### src/design/hgcd_pkg.sv
package hgcd_pkg;

   localparam int ANGLE_W = 32;
   localparam int DIST_W = 36;
   localparam int RAD_W = 26;
   localparam int CSR_W = 32;
   localparam int REQ_DATA_W = 4 * ANGLE_W;
   localparam int RSP_DATA_W = ((DIST_W + 7) / 8) * 8;

   localparam int ANG_Q_W = ANGLE_W + 2;
   localparam int RED_W = ANG_Q_W + 2;
   localparam int CORD_W = 34;
   localparam int TRIG_W = 33;
   localparam int STEPS = 32;

   localparam int MUL_W = 2 * TRIG_W;
   localparam int CC_W = MUL_W - 30;
   localparam int T1_W = CC_W + TRIG_W + 1;
   localparam int T_W = T1_W - 30;
   localparam int T2_W = T_W + TRIG_W + 1;
   localparam int HS_W = T2_W + 1;
   localparam int H_W = 61;
   localparam int ROOT_W = 31;
   localparam int ACC_W = H_W + 1;
   localparam int SCL_W = RAD_W + ROOT_W;
   localparam int RND_W = SCL_W + 1;
   localparam int QUO_W = RND_W - 21;

   localparam int SC_STAGES = STEPS + 3;
   localparam int ISQ_STAGES = (H_W + 1) / 2;
   localparam int AT_STAGES = STEPS;
   localparam int DEPTH = 1 + SC_STAGES + 4 + ISQ_STAGES + AT_STAGES + 2;

   localparam logic signed [RED_W-1:0] K_PI = 36'sd3373259426;
   localparam logic signed [RED_W-1:0] K_HALF_PI = 36'sd1686629713;
   localparam logic signed [RED_W-1:0] K_TWO_PI = 36'sd6746518852;
   localparam logic signed [CORD_W-1:0] K_GAIN = 34'sd652032874;
   localparam logic [H_W-1:0] H_ONE = H_W'(1) << 60;

   localparam logic [29:0] ATAN_TAB [0:STEPS-1] = '{
      30'd843314856, 30'd497837829, 30'd263043836, 30'd133525158, 30'd67021686,
      30'd33543515, 30'd16775850, 30'd8388437, 30'd4194282, 30'd2097149,
      30'd1048575, 30'd524287, 30'd262143, 30'd131071, 30'd65535, 30'd32767,
      30'd16383, 30'd8191, 30'd4095, 30'd2047, 30'd1023, 30'd511, 30'd255,
      30'd127, 30'd63, 30'd31, 30'd15, 30'd8, 30'd4, 30'd2, 30'd1, 30'd0
   };

   typedef enum logic [1:0] {
      CSR_RADIUS  = 2'd0,
      CSR_FIX_EN  = 2'd1,
      CSR_FIX_LAT = 2'd2,
      CSR_FIX_LON = 2'd3
   } csr_index_type;

endpackage

### src/design/hgcd_isqrt.sv
module hgcd_isqrt (
   input  logic                          clock,
   input  logic                          advance,
   input  logic [hgcd_pkg::H_W-1:0]      radicand,
   output logic [hgcd_pkg::ROOT_W-1:0]   root
);
   import hgcd_pkg::*;

   logic [H_W-1:0]   n_src [0:ISQ_STAGES];
   logic [ACC_W-1:0] r_src [0:ISQ_STAGES];
   logic [H_W-1:0]   n_ff [0:ISQ_STAGES-1];
   logic [ACC_W-1:0] r_ff [0:ISQ_STAGES-1];

   assign n_src[0] = radicand;
   assign r_src[0] = '0;

   for (genvar j = 0; j < ISQ_STAGES; j++) begin : g_digit
      logic [ACC_W-1:0] bit_c;
      logic [ACC_W-1:0] trial;
      logic [H_W-1:0]   n_in;
      logic [ACC_W-1:0] r_in;

      assign bit_c = ACC_W'(1) << (H_W - 1 - 2 * j);

      always_comb begin
         trial = r_src[j] + bit_c;
         if (ACC_W'(n_src[j]) >= trial) begin
            n_in = H_W'(ACC_W'(n_src[j]) - trial);
            r_in = (r_src[j] >> 1) + bit_c;
         end else begin
            n_in = n_src[j];
            r_in = r_src[j] >> 1;
         end
      end

      always_ff @(posedge clock) begin
         if (advance) begin
            n_ff[j] <= n_in;
            r_ff[j] <= r_in;
         end
      end

      assign n_src[j+1] = n_ff[j];
      assign r_src[j+1] = r_ff[j];
   end

   assign root = r_src[ISQ_STAGES][ROOT_W-1:0];

endmodule

### config.mk
export PLATFORM = sky130hd
export DESIGN_NAME = hgcd_isqrt
export DESIGN_NICKNAME = d
export VERILOG_FILES = /design/src/design/hgcd_pkg.sv /design/src/design/hgcd_isqrt.sv
export SDC_FILE = /design/constraint.sdc
export NUM_CORES = 2
export LEC_CHECK = 0
export BUFFER_PORTS_ARGS = -buffer_cell sky130_fd_sc_hd__buf_2
export CAP_MARGIN = 20
export CORE_MARGIN = 3
export CORE_UTILIZATION = 50
export DETAILED_ROUTE_END_ITERATION = 10
export PLACE_DENSITY = 0.71
export SETUP_SLACK_MARGIN = 0.4
export SLEW_MARGIN = 20
export SYNTH_ARGS = -nofsm -noshare
export SYNTH_HDL_FRONTEND = slang
export SYNTH_SLANG_ARGS = --single-unit
### constraint.sdc
create_clock -name clock -period 5.7 [get_ports clock]
set_input_delay 1.425 -clock clock [delete_from_list [all_inputs] [get_ports clock]]
set_output_delay 1.425 -clock clock [all_outputs]
set_load 0.05 [all_outputs]
### Yosys cells after proc, flatten, opt, wreduce, memory -nomap -nowiden

Memories as Yosys holds them, arrays and structs flattened.
Cells that the tools add are included.

| storage, ports and cells | value |
|---|---|
| register bits after elaboration | 0 |
| RAM bits | 3,813 |
| input bits | 63 |
| output and inout bits | 31 |
| word-level logic and storage cells | 188 |
| memories | 2 |

| operators by class | value |
|---|---|
| add/subtract/negate cells | 91 |
| $lt $le $gt $ge | 31 |
| mux-type cells | 64 |

Memories:

| memory | words | bits a word | read ports | clocked after memory_dff | write ports | line | source |
|---|---|---|---|---|---|---|---|
| r_ff | 31 | 62 | 31 | 0 | 31 | hgcd_isqrt.sv:12 | `logic [ACC_W-1:0] r_ff [0:ISQ_STAGES-1];` |
| n_ff | 31 | 61 | 30 | 0 | 31 | hgcd_isqrt.sv:11 | `logic [H_W-1:0] n_ff [0:ISQ_STAGES-1];` |

Operators with widths:

| cell | number |
|---|---|
| 2-to-1 mux 61 bit | 32 |
| >= comparator 61 x 62 -> 1 bit | 30 |
| 2-to-1 mux 62 bit | 30 |
| subtractor 61 bit | 30 |
| adder 61 x 1 -> 62 bit, second input constant | 1 |
| adder 61 x 11 -> 62 bit, second input constant | 1 |
| adder 61 x 13 -> 62 bit, second input constant | 1 |
| adder 61 x 15 -> 62 bit, second input constant | 1 |
| adder 61 x 17 -> 62 bit, second input constant | 1 |
| adder 61 x 19 -> 62 bit, second input constant | 1 |
| adder 61 x 21 -> 62 bit, second input constant | 1 |
| adder 61 x 23 -> 62 bit, second input constant | 1 |
| adder 61 x 25 -> 62 bit, second input constant | 1 |
| adder 61 x 27 -> 62 bit, second input constant | 1 |
| adder 61 x 29 -> 62 bit, second input constant | 1 |
| adder 61 x 3 -> 62 bit, second input constant | 1 |
| adder 61 x 31 -> 62 bit, second input constant | 1 |
| adder 61 x 33 -> 62 bit, second input constant | 1 |
| adder 61 x 35 -> 62 bit, second input constant | 1 |
| adder 61 x 37 -> 62 bit, second input constant | 1 |
| adder 61 x 39 -> 62 bit, second input constant | 1 |
| adder 61 x 41 -> 62 bit, second input constant | 1 |
| adder 61 x 43 -> 62 bit, second input constant | 1 |
| adder 61 x 45 -> 62 bit, second input constant | 1 |
| 43 further kinds | 44 |

### Longest topological paths before layout

An unclocked memory read counts as a cell.

| depth | value |
|---|---|
| depth after elaboration | 4 |
| gate-level depth with buffers | 15 |
| mapped depth without buffers | 14 |

### Least setup slack after synthesis

No wires, ideal clock.

| path | value |
|---|---|
| path kind | reg-to-reg |
| start | memory n_ff[20][50] (netlist: n_ff[1][294]) |
| end | memory n_ff[21][44] (netlist: n_ff[1][349]), data pin |
| library setup time | 0.279 ns |
| data arrival time | 3.520 ns |
| data required time | 5.421 ns |
| path slack | 1.901 ns |
| stages on the path, launching flop included | 10 |
| buffers on the path | 0 |
| clock period less this slack | 3.799 ns |
| cells stage by stage | edfxtp_1 -> or4_1 -> or3_1 -> or4_1 -> or4_1 -> or4b_4 -> a311oi_4 -> or4_2 -> a2111oi_0 -> xor2_1 |

RTL lines:

| what | line |
|---|---|
| start, declared | hgcd_isqrt.sv:11 |

==> impl_metrics.json <==
{
  "status": "finished, final reports clean",
  "drive_gt1_share_pct": 7.168,
  "cts_root_buf": "clkbuf_16",
  "power.leakage_nw": 46.13,
  "fin_crit_sh_pct": 86.57,
  "core_area_um2": 218200,
  "synth-async-reset-ratio_pct": 0,
  "io_pins": 94,
  "ir_worst_vdd_mv": 0.3756,
  "postCtsHoldBufs": 0,
  "ys_ff_latch": 2326,
  "overflow": 0,
  "grt_pass1_vias": 68920,
  "initial_core_util_pct": 50.57,
  "synth_compound_area_share_pct": 9.280,
  "nNetsFinal": 9548,
  "ff2ff_setup_slack_ns": 0.77,
  "synth_top_family_by_area": "simple AND/OR/NAND/NOR gates",
  "rr_endpoint": "n_ff[1][419]",
  "postLayoutCellArea_um2": 123000,
  "whs_endpoint": "r_ff[1][711]",
  "clock_latency_ns": 0.91,
  "core.rowCount": 171,
  "yosysSeqAreaShare_pct": 63.29,
  "port-buffer-count": 93,
  "antenna_found_initial": 7,
  "synth_fa_ha_area_share_pct": 5.948,
  "yosysUniqueCellTypes": 91,
  "fin_util_pct": 56.35,
  "yosys.area_share.xor_xnor_pct": 6.286,
  "synth_edf_count": 2326,
  "max_slew_margin_pct": 24.65,
  "cts_tree": "yes",
  "drt-vias-per-instance": 5.765,
  "final_cell_mix": "edfxtp_1, inv_1, nand2_1, nor2_1, ha_1",
  "min_path_cells": 0,
  "placedInstanceArea_um2": 114700,
  "grt_first_pass_wirelength_um": 391600,
  "wl_per_cell_um": 21.05,
  "routed_wl_um": 253100,
  "grtUsageTotal_pct": 22.17,
  "tightest_slew_ns": 1.130,
  "period_needed_ns": 4.934,
  "skew_ns": 0.1498,
  "hold_class": "register to register",
  "ys_top_cells_by_area": "edfxtp_1, ha_1, xnor2_1, xor2_1, a21oi_1",
  "synthMuxAreaShare_pct": 0.5884,
  "synth_area_um2": 110400,
  "gp_congestion": 0.9114,
  "drt_first_pass_iters": 6,
  "worst-setup-path-type": "register to register",
  "cts_buffers": 232,
  "drc": 0,
  "maxSlewViolCount": 0,
  "required_ns": 6.20,
  "synth_fp_nets": 9308,
  "die_y_um": 475.8,
  "critPathArrivalTime_ns": 5.44,
  "crit_path_end_kind": "register",
  "initialDrtViolationCount": 5967,
  "rsz0062_at_grt": "no",
  "syn_inst": 8721,
  "synth_top_area_cell": "edfxtp_1",
  "maxCapViolCount": 0,
  "postRouteAntennaNets": 0,
  "clk_pin_slew_ns": 0.06,
  "worstPathMaxFanout": 35,
  "setup_viol": 0,
  "clock_path_buffers": 3,
  "post_cts_buffers": 0,
  "dp_cells": 11580,
  "yosysTopAreaCellShare_pct": 63.29,
  "clock-sinks": 2326,
  "min_from": "r_ff[1][650]",
  "final_cells": 12020,
  "dp_hpwl_um": 189100,
  "yosysWarnings": 0,
  "cts_resized": 0,
  "hold_viol": 0,
  "tns_ns": 0,
  "worstRegToRegCells": 16,
  "die-area_um2": 226400,
  "yosys.area_share.simple_pct": 11.77,
  "syn_avg_cell_area_um2": 12.65,
  "area_growth_pct": 11.45,
  "die_x_um": 475.8,
  "startpoint_type": "register",
  "h-tree-depth": 4,
  "grt_max_degree": 198,
  "reg2reg_from": "r_ff[1][328]",
  "powerDensity_nw_per_um2": 407.8,
  "ys.flop_type": "edfxtp_1",
  "max_freq_mhz": 202.7,
  "final_common_cell": "edfxtp_1",
  "dr_total_vias": 69300
}
-- through the flow --
stage	total power [W]	hold slack [ns]	worst slack, ns
after floorplan	0.03084	0.4166	1.901
after detailed placement	0.03428	0.4272	0.9945
final	0.05015	0.4262	0.7657
after CTS	0.05042	0.4143	0.8220
after global routing	0.05257	0.4219	0.5201
after global placement	0.03404	0.4226	1.098
-- where the power goes --
group | internal (W) | switching, W
logic | 0.00433 | 0.00616
clock network | 0.00941 | 0.00662
registers | 0.0218 | 0.00179
total | 0.0356 | 0.0146
-- worst max-delay path by stage --
stage	start	endpoint	slack (ns)
final	r_ff[1][328]	n_ff[1][419]	0.77
after global routing	r_ff[1][328]	n_ff[1][417]	0.52
after CTS	r_ff[1][328]	n_ff[1][419]	0.82
after detailed placement	r_ff[1][328]	n_ff[1][419]	0.99
after global placement	n_ff[1][323]	n_ff[1][419]	1.10
after floorplan	n_ff[1][294]	n_ff[1][349]	1.90
-- synth_stat cells, types with 10 or more instances --
master and count:
nor2_1 523, o2111ai_1 13, and4_1 17, a21boi_0 20, nand4b_1 19, a211o_1 13
clkbuf_1 159, xor2_1 358, nand2b_1 112, nor4b_1 31, or4_1 76, o21ai_0 468
nor3b_1 24, nand3b_1 27, a2111oi_0 22, a31oi_1 39, or2_2 23, and3_1 40
nand3_1 142, mux2_2 47, inv_1 655, nand4_1 140, ha_1 523, o41ai_1 12
nand2_1 609, a21oi_1 497, nor3_1 220, a221o_1 10, a211oi_1 29, mux2i_1 12
o21a_1 81, and2_1 28, xnor2_1 434, nor4_1 291, o31ai_1 46, o21bai_1 48
and4b_1 12, edfxtp_1 2326, nor2b_1 76, o211ai_1 30, or3_1 97, a21o_1 243
-- flip-flops by register name (all words and copies together) (netlist names) --
| name | cells |
|---|---|
| n_ff | 1830 |
| r_ff | 496 |
-- critical path, cell delays in order (launching register included) --
cell and delay, ns:
edfxtp_1 0.38, inv_1 0.06, ha_1 0.34, nor2b_1 0.14, o21ai_0 0.14, a21boi_0 0.32, o21ai_0 0.22, a21oi_1 0.46
a311oi_1 0.34, o21ai_0 0.30, nor2_1 0.07, buf_4 0.21, clkinv_1 0.07, buf_4 0.35, nand4b_1 0.42, or4_1 0.57
xnor2_1 0.15
-- cells by family after synthesis --
logic type      after synthesis
simple gates               2529
flops                      2326
compound gates             1660
buf+inv                     830
xor+xnor                    792
fa+ha+maj                   524
mux                          59
other cells                   1
-- per-layer routing --
| metal | up-vias | global-route usage (%) | wire length (um) |
|---|---|---|---|
| met5 | - | 0 | 13 |
| met4 | 2 | 8.130 | 9271 |
| met3 | 493 | 3.107 | 12800 |
| met2 | 1947 | 39.28 | 128400 |
| met1 | 33780 | 27.60 | 102600 |
| li1 | 33090 | - | - |
-- layout make-up --
type                            count  area (um^2)
Fill cell                       17470        95250
Antenna cell                        2        5.005
Clock inverter                    171         2248
Inverter                          659         2474
Timing Repair Buffer              177         1286
Tap cell                         2854         3571
Clock buffer                      268         5962
Sequential cell                  2326        69850
Multi-Input combinational cell   5565        37590
(Power assumes the default switching activity.)
