===== src/design/hgcd_pkg.sv =====
package hgcd_pkg;

   localparam int ANGLE_W = 32;
   localparam int DIST_W = 36;
   localparam int RAD_W = 26;
   localparam int CSR_W = 32;
   localparam int REQ_DATA_W = 4 * ANGLE_W;
   localparam int RSP_DATA_W = ((DIST_W + 7) / 8) * 8;

   localparam int ANG_Q_W = ANGLE_W + 2;
   localparam int RED_W = ANG_Q_W + 2;
   localparam int CORD_W = 34;
   localparam int TRIG_W = 33;
   localparam int STEPS = 32;

   localparam int MUL_W = 2 * TRIG_W;
   localparam int CC_W = MUL_W - 30;
   localparam int T1_W = CC_W + TRIG_W + 1;
   localparam int T_W = T1_W - 30;
   localparam int T2_W = T_W + TRIG_W + 1;
   localparam int HS_W = T2_W + 1;
   localparam int H_W = 61;
   localparam int ROOT_W = 31;
   localparam int ACC_W = H_W + 1;
   localparam int SCL_W = RAD_W + ROOT_W;
   localparam int RND_W = SCL_W + 1;
   localparam int QUO_W = RND_W - 21;

   localparam int SC_STAGES = STEPS + 3;
   localparam int ISQ_STAGES = (H_W + 1) / 2;
   localparam int AT_STAGES = STEPS;
   localparam int DEPTH = 1 + SC_STAGES + 4 + ISQ_STAGES + AT_STAGES + 2;

   localparam logic signed [RED_W-1:0] K_PI = 36'sd3373259426;
   localparam logic signed [RED_W-1:0] K_HALF_PI = 36'sd1686629713;
   localparam logic signed [RED_W-1:0] K_TWO_PI = 36'sd6746518852;
   localparam logic signed [CORD_W-1:0] K_GAIN = 34'sd652032874;
   localparam logic [H_W-1:0] H_ONE = H_W'(1) << 60;

   localparam logic [29:0] ATAN_TAB [0:STEPS-1] = '{
      30'd843314856, 30'd497837829, 30'd263043836, 30'd133525158, 30'd67021686,
      30'd33543515, 30'd16775850, 30'd8388437, 30'd4194282, 30'd2097149,
      30'd1048575, 30'd524287, 30'd262143, 30'd131071, 30'd65535, 30'd32767,
      30'd16383, 30'd8191, 30'd4095, 30'd2047, 30'd1023, 30'd511, 30'd255,
      30'd127, 30'd63, 30'd31, 30'd15, 30'd8, 30'd4, 30'd2, 30'd1, 30'd0
   };

   typedef enum logic [1:0] {
      CSR_RADIUS  = 2'd0,
      CSR_FIX_EN  = 2'd1,
      CSR_FIX_LAT = 2'd2,
      CSR_FIX_LON = 2'd3
   } csr_index_type;

endpackage


===== src/design/hgcd_ctrl.sv =====
module hgcd_ctrl (
   input  logic clock,
   input  logic reset,
   input  logic req_tvalid,
   input  logic rsp_tready,
   output logic req_tready,
   output logic rsp_tvalid,
   output logic advance
);
   import hgcd_pkg::*;

   logic [DEPTH-1:0] v_ff;
   logic [DEPTH-1:0] v_in;

   always_comb begin
      advance = !v_ff[DEPTH-1] || rsp_tready;
      v_in = {v_ff[DEPTH-2:0], req_tvalid};
   end

   always_ff @(posedge clock) begin
      if (reset) begin
         v_ff <= '0;
      end else if (advance) begin
         v_ff <= v_in;
      end
   end

   assign req_tready = advance;
   assign rsp_tvalid = v_ff[DEPTH-1];

   a_stall_blocks_input: assert property (@(posedge clock) disable iff (reset)
      (v_ff[DEPTH-1] && !rsp_tready) |-> !req_tready)
      else $error("input taken while the result stage is stalled");

   a_accept_enters: assert property (@(posedge clock) disable iff (reset)
      (req_tvalid && req_tready) |=> v_ff[0])
      else $error("accepted transfer did not enter the first stage");

   a_stall_holds: assert property (@(posedge clock) disable iff (reset)
      !advance |=> $stable(v_ff))
      else $error("valid bits moved during a stall");

endmodule


===== config.mk =====
export PLATFORM = sky130hd
export DESIGN_NAME = hgcd_ctrl
export DESIGN_NICKNAME = d
export VERILOG_FILES = /design/src/design/hgcd_pkg.sv /design/src/design/hgcd_ctrl.sv
export SDC_FILE = /design/constraint.sdc
export NUM_CORES = 1
export LEC_CHECK = 0
export BUFFER_PORTS_ARGS = -buffer_cell sky130_fd_sc_hd__buf_4
export CORE_ASPECT_RATIO = 1.1
export CORE_UTILIZATION = 65
export CTS_CLUSTER_SIZE = 8
export DETAILED_ROUTE_END_ITERATION = 12
export GPL_TIMING_DRIVEN = 0
export PLACE_DENSITY = 0.81
export SYNTH_ARGS = -nofsm -noshare
export SYNTH_HDL_FRONTEND = slang
export SYNTH_SLANG_ARGS = --single-unit

===== constraint.sdc =====
create_clock -name clock -period 3 [get_ports clock]
set_clock_uncertainty 0.1 [all_clocks]
set_input_delay 0.15 -clock clock [delete_from_list [all_inputs] [get_ports clock]]
set_output_delay 0.15 -clock clock [all_outputs]
set_load 0.1 [all_outputs]

# == After elaboration in Yosys (flattened, before gate mapping) ==
# Index checks and enable logic that the tools add are counted.
# classes
reduce_logical,2
# op_table
op,count
1-bit zero test,1
1-bit logical OR,1
# word_totals
ff_bits,105
input_bits,4

# == Logic depth before layout (Yosys ltp) ==
# Gate-level depths: netlist (run 1).
# depth
depth_word,2
mapped_depth,5

# == Worst setup path after synthesis (run 1) ==
# No wires, ideal clock.
# synth_timing
path_type,flip-flop to output port
startpoint,reg v_ff[104]
endpoint,out req_tready
arrival_ns,1.959
path_slack_ns,0.791
path_stages_with_launch,6
n_path_buf,3
cell_sequence,dfxtp_1 nor2b_4 inv_2 buf_6 buf_6 buf_4
# synth_between
elab_chain_cells,2
# synth_lines
item,line,rtl
start: declaration,hgcd_ctrl.sv:12,logic [DEPTH-1:0] v_ff;
start signal: assignment,hgcd_ctrl.sv:24,v_ff <= v_in;
1-bit zero test,hgcd_ctrl.sv:16,advance = !v_ff[DEPTH-1] || rsp_tready;
1-bit logical OR,hgcd_ctrl.sv:16,
end: declaration,hgcd_ctrl.sv:6,"output logic req_tready,"
# No other way between the ends.

# == Final worst setup path (run 1) ==
# layout_timing
startpoint,in rsp_tready
endpoint,out req_tready
# layout_between
elab_chain_cells,1
# layout_lines
item,line,rtl
start: declaration,hgcd_ctrl.sv:5,"input logic rsp_tready,"
1-bit logical OR,hgcd_ctrl.sv:16,
# No other way between the ends.

==> results of run 1 <==
cells in the mapped netlist:
master | count | area, sq um
a21oi_1 | 1 | 5.00
buf_2 | 4 | 20.0
buf_4 | 1 | 7.51
buf_6 | 8 | 90.1
clkbuf_1 | 10 | 37.5
dfxtp_1 | 105 | 2100
inv_1 | 1 | 3.75
inv_2 | 1 | 3.75
mux2i_1 | 103 | 1030
nand2b_1 | 104 | 651
nand4bb_1 | 1 | 11.3
nor2b_4 | 1 | 13.8
o21ai_0 | 1 | 5.00
placed cells by master, fill, tap and decap left out:
cell,netlist,final
nand2b_1,104,104
dlygate4sd3_1,0,2
clkbuf_8,0,11
mux2i_1,103,103
buf_2,4,4
clkinv_2,0,1
clkbuf_1,10,13
o21ai_0,1,1
clkinvlp_4,0,1
buf_6,8,8
nor2b_4,1,1
inv_1,1,1
a21oi_1,1,1
inv_2,1,1
dfxtp_1,105,105
nand4bb_1,1,1
buf_4,1,6
worst max-delay path, stage by stage:
cell	delay [ps]
dlygate4sd3_1	550
buf_4	150
nor2b_4	160
inv_2	70
buf_6	160
buf_6	160
buf_4	130
buf_4	220
final cells by class:
cell class / count / area, sq um
Clock buffer: 14 / 163
Clock inverter: 2 / 12.5
Multi-Input combinational cell: 211 / 1720
Timing Repair Buffer: 7 / 57.6
Sequential cell: 105 / 2100
Inverter: 2 / 7.51
Tap cell: 77 / 96.3
Fill cell: 436 / 1530
Buffer: 23 / 155
stage by stage:
step / utilization / setup slack (ps) / area, sq um / hold slack [ps] / std cells
global route: 0.738 / 945 / 4310 / 98.1 / 441
detailed placement: 0.704 / 1410 / 4120 / 341 / 423
CTS: 0.738 / 976 / 4310 / 39.8 / 441
finish: 0.738 / 987 / 4310 / 45.5 / 441
global placement: 0.704 / 1430 / 4120 / 341 / 423
floorplan: - / 791 / 3980 / 206 / 341
power groups by stage:
stage	clock network [mW]	logic (mW)	registers, mW
finish	0.780	0.0456	1.39
global route	0.851	0.0495	1.40
CTS	0.798	0.0460	1.39
detailed placement	0	0.0437	1.43
global placement	0	0.0428	1.43
floorplan	0	0.0337	1.43
worst max path at each step:
stage	slack, ps	endpoint	cells after the start	start
floorplan	790	req_tready	5	v_ff[104]
global placement	1430	req_tready	6	v_ff[104]
detailed placement	1410	req_tready	6	v_ff[104]
CTS	980	req_tready	8	rsp_tready
global route	940	req_tready	8	rsp_tready
finish	990	req_tready	8	rsp_tready
per-layer routing:
metal	global-route usage	part of all wire	wire [um]	vias up
li1	-	-	-	1172
met1	0.228	0.51	2770	1042
met2	0.302	0.45	2460	14
met3	0.0350	0.018	99	9
met4	0.0944	0.022	119	0
met5	0	0	0	-
cell families (layout without fill, tap and decap cells):
| kind of cell | after synthesis | count (layout) |
|---|---|---|
| and+or+nand+nor | 106 | 106 |
| DFF | 105 | 105 |
| muxes | 103 | 103 |
| buffers and inverters | 25 | 48 |
| AOI/OAI and AO/OA | 2 | 2 |
==> reports/results.tsv, run 1 <==
stage	metric	value	unit
status	status	completed	
detailed_routing	DRT Pass-1 Iters	4	
sta	Setup TNS	0	ps
setup_path	r2r endpoint	v_ff[65]	
power	Clk network pwr share	0.351	
cts	number of buffers created by CTS	9	
cts	cells resized by post-CTS repair	0	
sta	Final Max Tran Viols	0	
sta	RSZ-0062 raised after global routing	false	
detailed_routing	Detail Route Antenna Nets	0	
yosys	Yosys warnings	0	
power	Power Density	515	nW/um^2
power	Lkg Pwr	2.16	nW
setup_path	WP data arrival	1760	ps
global_routing	Total GRT Usage	0.183	
power	Comb pwr share	0.021	
yosys	Synth cell types	13	
setup_path	R2R setup slack	1640	ps
floorplan	Initial Util	0.682	
power	Peak VDD IR	0.375	mV
power	Switching Fraction	0.203	
yosys	Synth Area in XOR/XNOR	0	
final_layout	ant diodes	0	
setup_path	critical path peak fanout	11	
yosys	simple-gate share of the synthesized area	0.170	
detailed_routing	Routed WL	5450	um
sta	Hold Violations, Final	0	
yosys	Mapped Area	3980	sq um
yosys	multiplexer area fraction after synthesis	0.259	
global_routing	initial antenna violation count	0	
yosys	register area share after synthesis	0.528	
power	P_sw	451	uW
setup_path	critical path class	in2out	
sta	Max Clk Rate	0.497	GHz
setup_path	beginning of the worst register-to-register path	v_ff[104]	
yosys	synthesized area per cell	11.7	sq um
yosys	Synth Register Bits	105	
final_layout	Biggest register	v_ff	
place	post-detail-place hpwl	3620	um
sta	post-route minimum period	2010	ps
cts	CTS Root Cell	clkbuf_8	
min_path	hold crit path type	in2reg	
sta	Slew @ Worst Pin	318	ps
floorplan	die width	76.6	um
cts	clock slew at reported path FFs	90	ps
min_path	Hold EP	v_ff[104]	
cts	H-tree Lvls	3	
floorplan	IO Count	7	
global_routing	GR Overflow Total	0	
detailed_routing	Wirelength per Cell	12.3	um
cts	Clock Latency Late Sink	350	ps
setup_path	cells on worst reg2reg path	5	
power	Int Power	1.77	mW
floorplan	Die ar.	6440	sq um
job	Max Cap Violations	0	
final_layout	Syn-to-layout area delta	8.27	%
power	Seq pwr share	0.628	
yosys	largest family of logic cells by synthesized area	multiplexers	
cts	clk buf depth	2	
power	total power	2.22	mW
global_routing	largest net degree at the start of global routing	16	
setup_path	Worst Setup Start Kind	input pin	
detailed_routing	DRC violations left	0	
final_layout	nets	363	
yosys	Synth Area in Compound Gates	0.00251	
yosys	Post-Synth Adder-Cell Area	0	
min_path	hold path depth	2	
yosys	syn_nets	345	
sta	# setup viols final	0	
global_routing	vias in the first global route	2210	
floorplan	Core Rows	29	
sta	Rel. slew slack	0.788	
cts	Hold-fix buffers, CTS	2	
detailed_routing	via/cell ratio	5.07	
floorplan	Die Height	84.1	um
detailed_routing	1st-iter DRT viols	47	
final_layout	layout cells sized above 1	0.0907	
global_routing	first-pass GRT wire length	9510	um
cts	CTS tree	yes	
place	IO buf count	5	
cts	Sink Count	105	
place	Final GP Congestion	0.682	
detailed_routing	vias post-DR	2237	
cts	postcts setup bufs	0	
yosys	Cells after Synth	341	
final_layout	max reg flops	105	
final_layout	biggest regs	v_ff (105)	
setup_path	Crit. End Element	primary output	
floorplan	Core Area	5840	sq um
sta	final cycle utilization of the critical path	0.671	
min_path	origin of the worst min-delay path	reset	
setup_path	required time of the worst setup path	2750	ps
No activity file was read; power rests on OpenSTA's default activity.
==> run 2: changes to the inputs <==
- CORE_UTILIZATION: 65 -> 61
- PLACE_DENSITY: 0.81 -> 0.77
- clock period: 3 -> 1.97 ns (I/O delays scaled with it)
==> reports/results.tsv, run 2 (synthesis gave the netlist of run 1 again) <==
stage	metric	value	unit
detailed_routing	Routed WL	5300	um
cts	H-tree Lvls	3	
setup_path	r2r endpoint	v_ff[52]	
cts	number of buffers created by CTS	9	
global_routing	initial antenna violation count	0	
setup_path	CP Cell Sequence	dlygate4sd3_1, buf_4, nor2b_4, inv_2, buf_6, buf_6, buf_4, buf_4	
setup_path	Critical path buffers and inverters	7	
global_routing	first-pass GRT wire length	9270	um
global_routing	Total GRT Usage	0.174	
floorplan	die width	79.0	um
place	post-detail-place hpwl	3530	um
place	Final GP Congestion	0.653	
detailed_routing	DRT Pass-1 Iters	2	
final_layout	layout cells sized above 1	0.0962	
setup_path	CP max stage cell	dlygate4sd3_1	
power	Peak VDD IR	0.571	mV
power	Lkg Pwr	2.18	nW
cts	Hold-fix buffers, CTS	2	
setup_path	Crit. End Element	primary output	
cts	clk buf depth	2	
power	Power Density	829	nW/um^2
detailed_routing	DRC violations left	0	
sta	Rel. slew slack	0.757	
sta	RSZ-0062 raised after global routing	false	
final_layout	Syn-to-layout area delta	9.55	%
sta	Final Max Tran Viols	0	
final_layout	ant diodes	0	
min_path	hold path depth	2	
min_path	hold crit path type	in2reg	
setup_path	R2R setup slack	670	ps
setup_path	cells on worst reg2reg path	5	
sta	Slew @ Worst Pin	365	ps
floorplan	Core Area	6230	sq um
job	Max Cap Violations	0	
setup_path	CP delay by family, top	buffers and inverters	
final_layout	biggest regs	v_ff (105)	
floorplan	Core Rows	30	
setup_path	CP dominant cell by count	buf_4	
setup_path	critical path class	in2out	
floorplan	Die Height	86.7	um
detailed_routing	1st-iter DRT viols	62	
cts	Clock Latency Late Sink	350	ps
setup_path	required time of the worst setup path	1770	ps
setup_path	Worst Setup Start Kind	input pin	
sta	Hold Violations, Final	0	
place	IO buf count	5	
cts	Sink Count	105	
sta	Setup TNS	0	ps
sta	# setup viols final	0	
floorplan	Initial Util	0.639	
global_routing	GR Overflow Total	0	
detailed_routing	Wirelength per Cell	11.9	um
cts	CTS tree	yes	
setup_path	WP data arrival	1690	ps
cts	postcts setup bufs	0	
min_path	origin of the worst min-delay path	reset	
final_layout	nets	363	
floorplan	IO Count	7	
sta	post-route minimum period	1890	ps
sta	Max Clk Rate	0.530	GHz
sta	final cycle utilization of the critical path	0.959	
detailed_routing	Detail Route Antenna Nets	0	
detailed_routing	via/cell ratio	4.94	
cts	cells resized by post-CTS repair	0	
global_routing	vias in the first global route	2148	
final_layout	max reg flops	105	
floorplan	Die ar.	6850	sq um
setup_path	Critical Path Stages	8	
final_layout	most frequent cells in the layout	104 x nand2b_1, 104 x dfxtp_1, 103 x mux2i_1	
final_layout	fin cells	444	
setup_path	critical path peak fanout	11	
status	status	completed	
global_routing	largest net degree at the start of global routing	17	
detailed_routing	vias post-DR	2193	
setup_path	Crit. Startpoint	rsp_tready	
setup_path	beginning of the worst register-to-register path	v_ff[104]	
setup_path	slowest stage delay, CP	530	ps
min_path	Hold EP	v_ff[104]	
place	DP Cell Count	426	
final_layout	Biggest register	v_ff	
cts	CTS Root Cell	clkbuf_8	
cts	clock slew at reported path FFs	80	ps
## run 2: worst register-to-register path, stage by stage, from the launching register on
cell,delay (ps)
dfxtp_2,340
nor2b_4,140
inv_2,70
buf_6,180
buf_6,190
mux2i_1,220
## run 2: how the worst max path moves through the flow
stage	endpoint	slack (ps)
finish	req_tready	80
detailed placement	req_tready	480
floorplan	req_tready	160
global placement	req_tready	490
global route	req_tready	9
CTS	req_tready	70
## run 2: metal layers
metal  vias to the layer above  GRT usage  routed length (um)
met5                         -          0                   0
met4                         0     0.0992                 112
met3                         8     0.0411                  95
met2                        11      0.281                2350
met1                      1011      0.213                2740
li1                       1163          -                   -
## run 2: final cells by class
| cell class | count | area, sq um |
|---|---|---|
| plain buffers | 23 | 155 |
| clock buffers | 12 | 145 |
| clock inverters | 4 | 76.3 |
| fillers | 481 | 1870 |
| inverters | 2 | 7.51 |
| multi-input cells | 211 | 1720 |
| flip-flops and latches | 105 | 2100 |
| well taps | 80 | 100 |
| repair buffers | 7 | 57.6 |
## run 2: power by group
group	internal (mW)	switching (mW)	leakage [nW]
logic	0.0418	0.0277	1.23
clock network	0.754	0.670	0.107
registers	2.12	0.000754	0.846
total	2.92	0.698	2.18
## run 2: through the flow
stage	instance area [sq um]	util	total power [mW]	worst slack, ps	hold WS (ps)
finish	4360	0.700	3.62	81.6	26.2
global route	4360	0.700	3.77	9.08	38.1
CTS	4360	0.700	3.66	68.0	7.27
detailed placement	4120	0.661	2.24	478	300
global placement	4120	0.661	2.24	485	287
floorplan	3980	-	2.23	162	154
==> run 3: changes to the inputs <==
- REMOVE_ABC_BUFFERS: unset -> 1
==> reports/results.tsv, run 3 (synthesis gave the netlist of run 1 again) <==
stage	metric	value	unit
status	status	completed	
detailed_routing	DRT Pass-1 Iters	3	
final_layout	commonest non-fill, non-tap cell in the layout	dfxtp_1	
floorplan	Core Area	6230	sq um
place	IO buf count	6	
setup_path	WP data arrival	1430	ps
detailed_routing	Wirelength per Cell	11.5	um
cts	H-tree Lvls	3	
final_layout	biggest regs	v_ff (105)	
global_routing	first-pass GRT wire length	8650	um
setup_path	required time of the worst setup path	1770	ps
power	Peak VDD IR	0.537	mV
sta	# setup viols final	0	
setup_path	crit path to	req_tready	
sta	Slew @ Worst Pin	709	ps
min_path	hold crit path type	in2reg	
final_layout	ant diodes	0	
cts	Clock Latency Late Sink	350	ps
global_routing	Total GRT Usage	0.161	
place	post-detail-place hpwl	2740	um
sta	post-route minimum period	1630	ps
floorplan	Die Height	86.7	um
floorplan	Die ar.	6850	sq um
final_layout	Syn-to-layout area delta	5.12	%
setup_path	beginning of the worst register-to-register path	v_ff[104]	
setup_path	R2R setup slack	340	ps
sta	Rel. slew slack	0.527	
cts	CTS tree	yes	
job	Max Cap Violations	0	
global_routing	initial antenna violation count	0	
cts	CTS Root Cell	clkbuf_8	
global_routing	vias in the first global route	2028	
min_path	origin of the worst min-delay path	reset	
sta	RSZ-0062 raised after global routing	false	
place	Final GP Congestion	0.626	
floorplan	IO Count	7	
detailed_routing	Routed WL	4830	um
final_layout	Fillers	488	
detailed_routing	Routed met1 length	2540	um
power	total power	3.31	mW
power	Lkg Pwr	2.10	nW
detailed_routing	via/cell ratio	4.99	
final_layout	most frequent cells in the layout	105 x dfxtp_1, 104 x nand2b_1, 103 x mux2i_1	
setup_path	Worst Setup Start Kind	flip-flop	
cts	clk buf depth	2	
detailed_routing	met2 wire len	2090	um
cts	clock slew at reported path FFs	90	ps
setup_path	cells on worst reg2reg path	4	
floorplan	Initial Util	0.639	
setup_path	Crit. End Element	primary output	
detailed_routing	top routing layer in use	met4	
setup_path	critical path class	reg2out	
cts	postcts setup bufs	0	
final_layout	Biggest register	v_ff	
final_layout	max reg flops	105	
sta	Hold Violations, Final	0	
floorplan	Core Rows	30	
global_routing	GR Overflow Total	0	
detailed_routing	vias post-DR	2105	
final_layout	layout cells sized above 1	0.0673	
global_routing	largest net degree at the start of global routing	107	
setup_path	critical path peak fanout	26	
setup_path	Crit. Startpoint	v_ff[104]	
cts	Sink Count	105	
detailed_routing	DRC violations left	0	
detailed_routing	metal3 WL	110	um
setup_path	r2r endpoint	v_ff[67]	
sta	Hold Slack	254	ps
detailed_routing	1st-iter DRT viols	88	
sta	Final Max Tran Viols	0	
cts	number of buffers created by CTS	9	
final_layout	nets	342	
power	Power Density	790	nW/um^2
floorplan	die width	79.0	um
sta	Max Clk Rate	0.613	GHz
sta	final cycle utilization of the critical path	0.828	
detailed_routing	Detail Route Antenna Nets	0	
[run 3: cell types whose count changed in the layout (fill, tap and decap cells not counted), moves of 2 or more]
cell	previous run	this run
buf_2	4	0
buf_6	8	0
bufinv_16	2	0
clkbuf_1	12	1
clkinv_2	0	2
[run 3: through the flow]
| step | worst slack, ps | cell area (sq um) | setup TNS (ps) | std cells | util |
|---|---|---|---|---|---|
| floorplan | -1640 | 3830 | -169850 | 318 | - |
| global placement | -1140 | 3970 | -93900 | 404 | 0.637 |
| finish | 339 | 4190 | 0 | 422 | 0.672 |
| CTS | 314 | 4190 | 0 | 422 | 0.672 |
| global route | 261 | 4190 | 0 | 422 | 0.672 |
| detailed placement | 355 | 4000 | 0 | 405 | 0.643 |
[run 3: worst max-delay path: stages (launching register included)]
cell and delay [ps]:
dfxtp_1 330, nor2b_4 150, inv_6 230, buf_4 350
[run 3: layer usage]
metal  up-vias  track usage
met5         -            0
met4         0       0.0843
met3         7       0.0474
met2        13        0.243
met1       968        0.208
li1       1117            -
[run 3: worst min-delay path by stage]
| stage | end | depth (start not counted) | slack [ps] |
|---|---|---|---|
| final | v_ff[104] | 2 | 250 |
| after CTS | v_ff[104] | 2 | 240 |
| after global routing | v_ff[104] | 2 | 290 |
| after floorplan | v_ff[104] | 1 | 70 |
| after detailed placement | v_ff[0] | 3 | 290 |
| after global placement | v_ff[0] | 3 | 280 |
[run 3: where the power goes]
group	leakage, nW	internal (mW)	total, mW	switching [mW]
clock	0.0781	0.451	1.12	0.668
combinational	1.17	0.0391	0.0643	0.0252
sequential	0.846	2.12	2.12	0.000835
[run 3: repair_timing]
action | in CTS | in global routing
gates resized for setup | 0 | 0
hold buffers | 2 | 0
hold endpoints to repair | 4 | 0
[run 3: area by class of cell]
cell class                 count  area, sq um  area share
clock buffer                  10          128      0.0305
inverter                       2         12.5     0.00299
timing repair buffer           9         92.6      0.0221
sequential                   105         2100       0.502
multi-input combinational    211         1720       0.410
tap                           80          100      0.0239
clock inverter                 5         33.8     0.00807
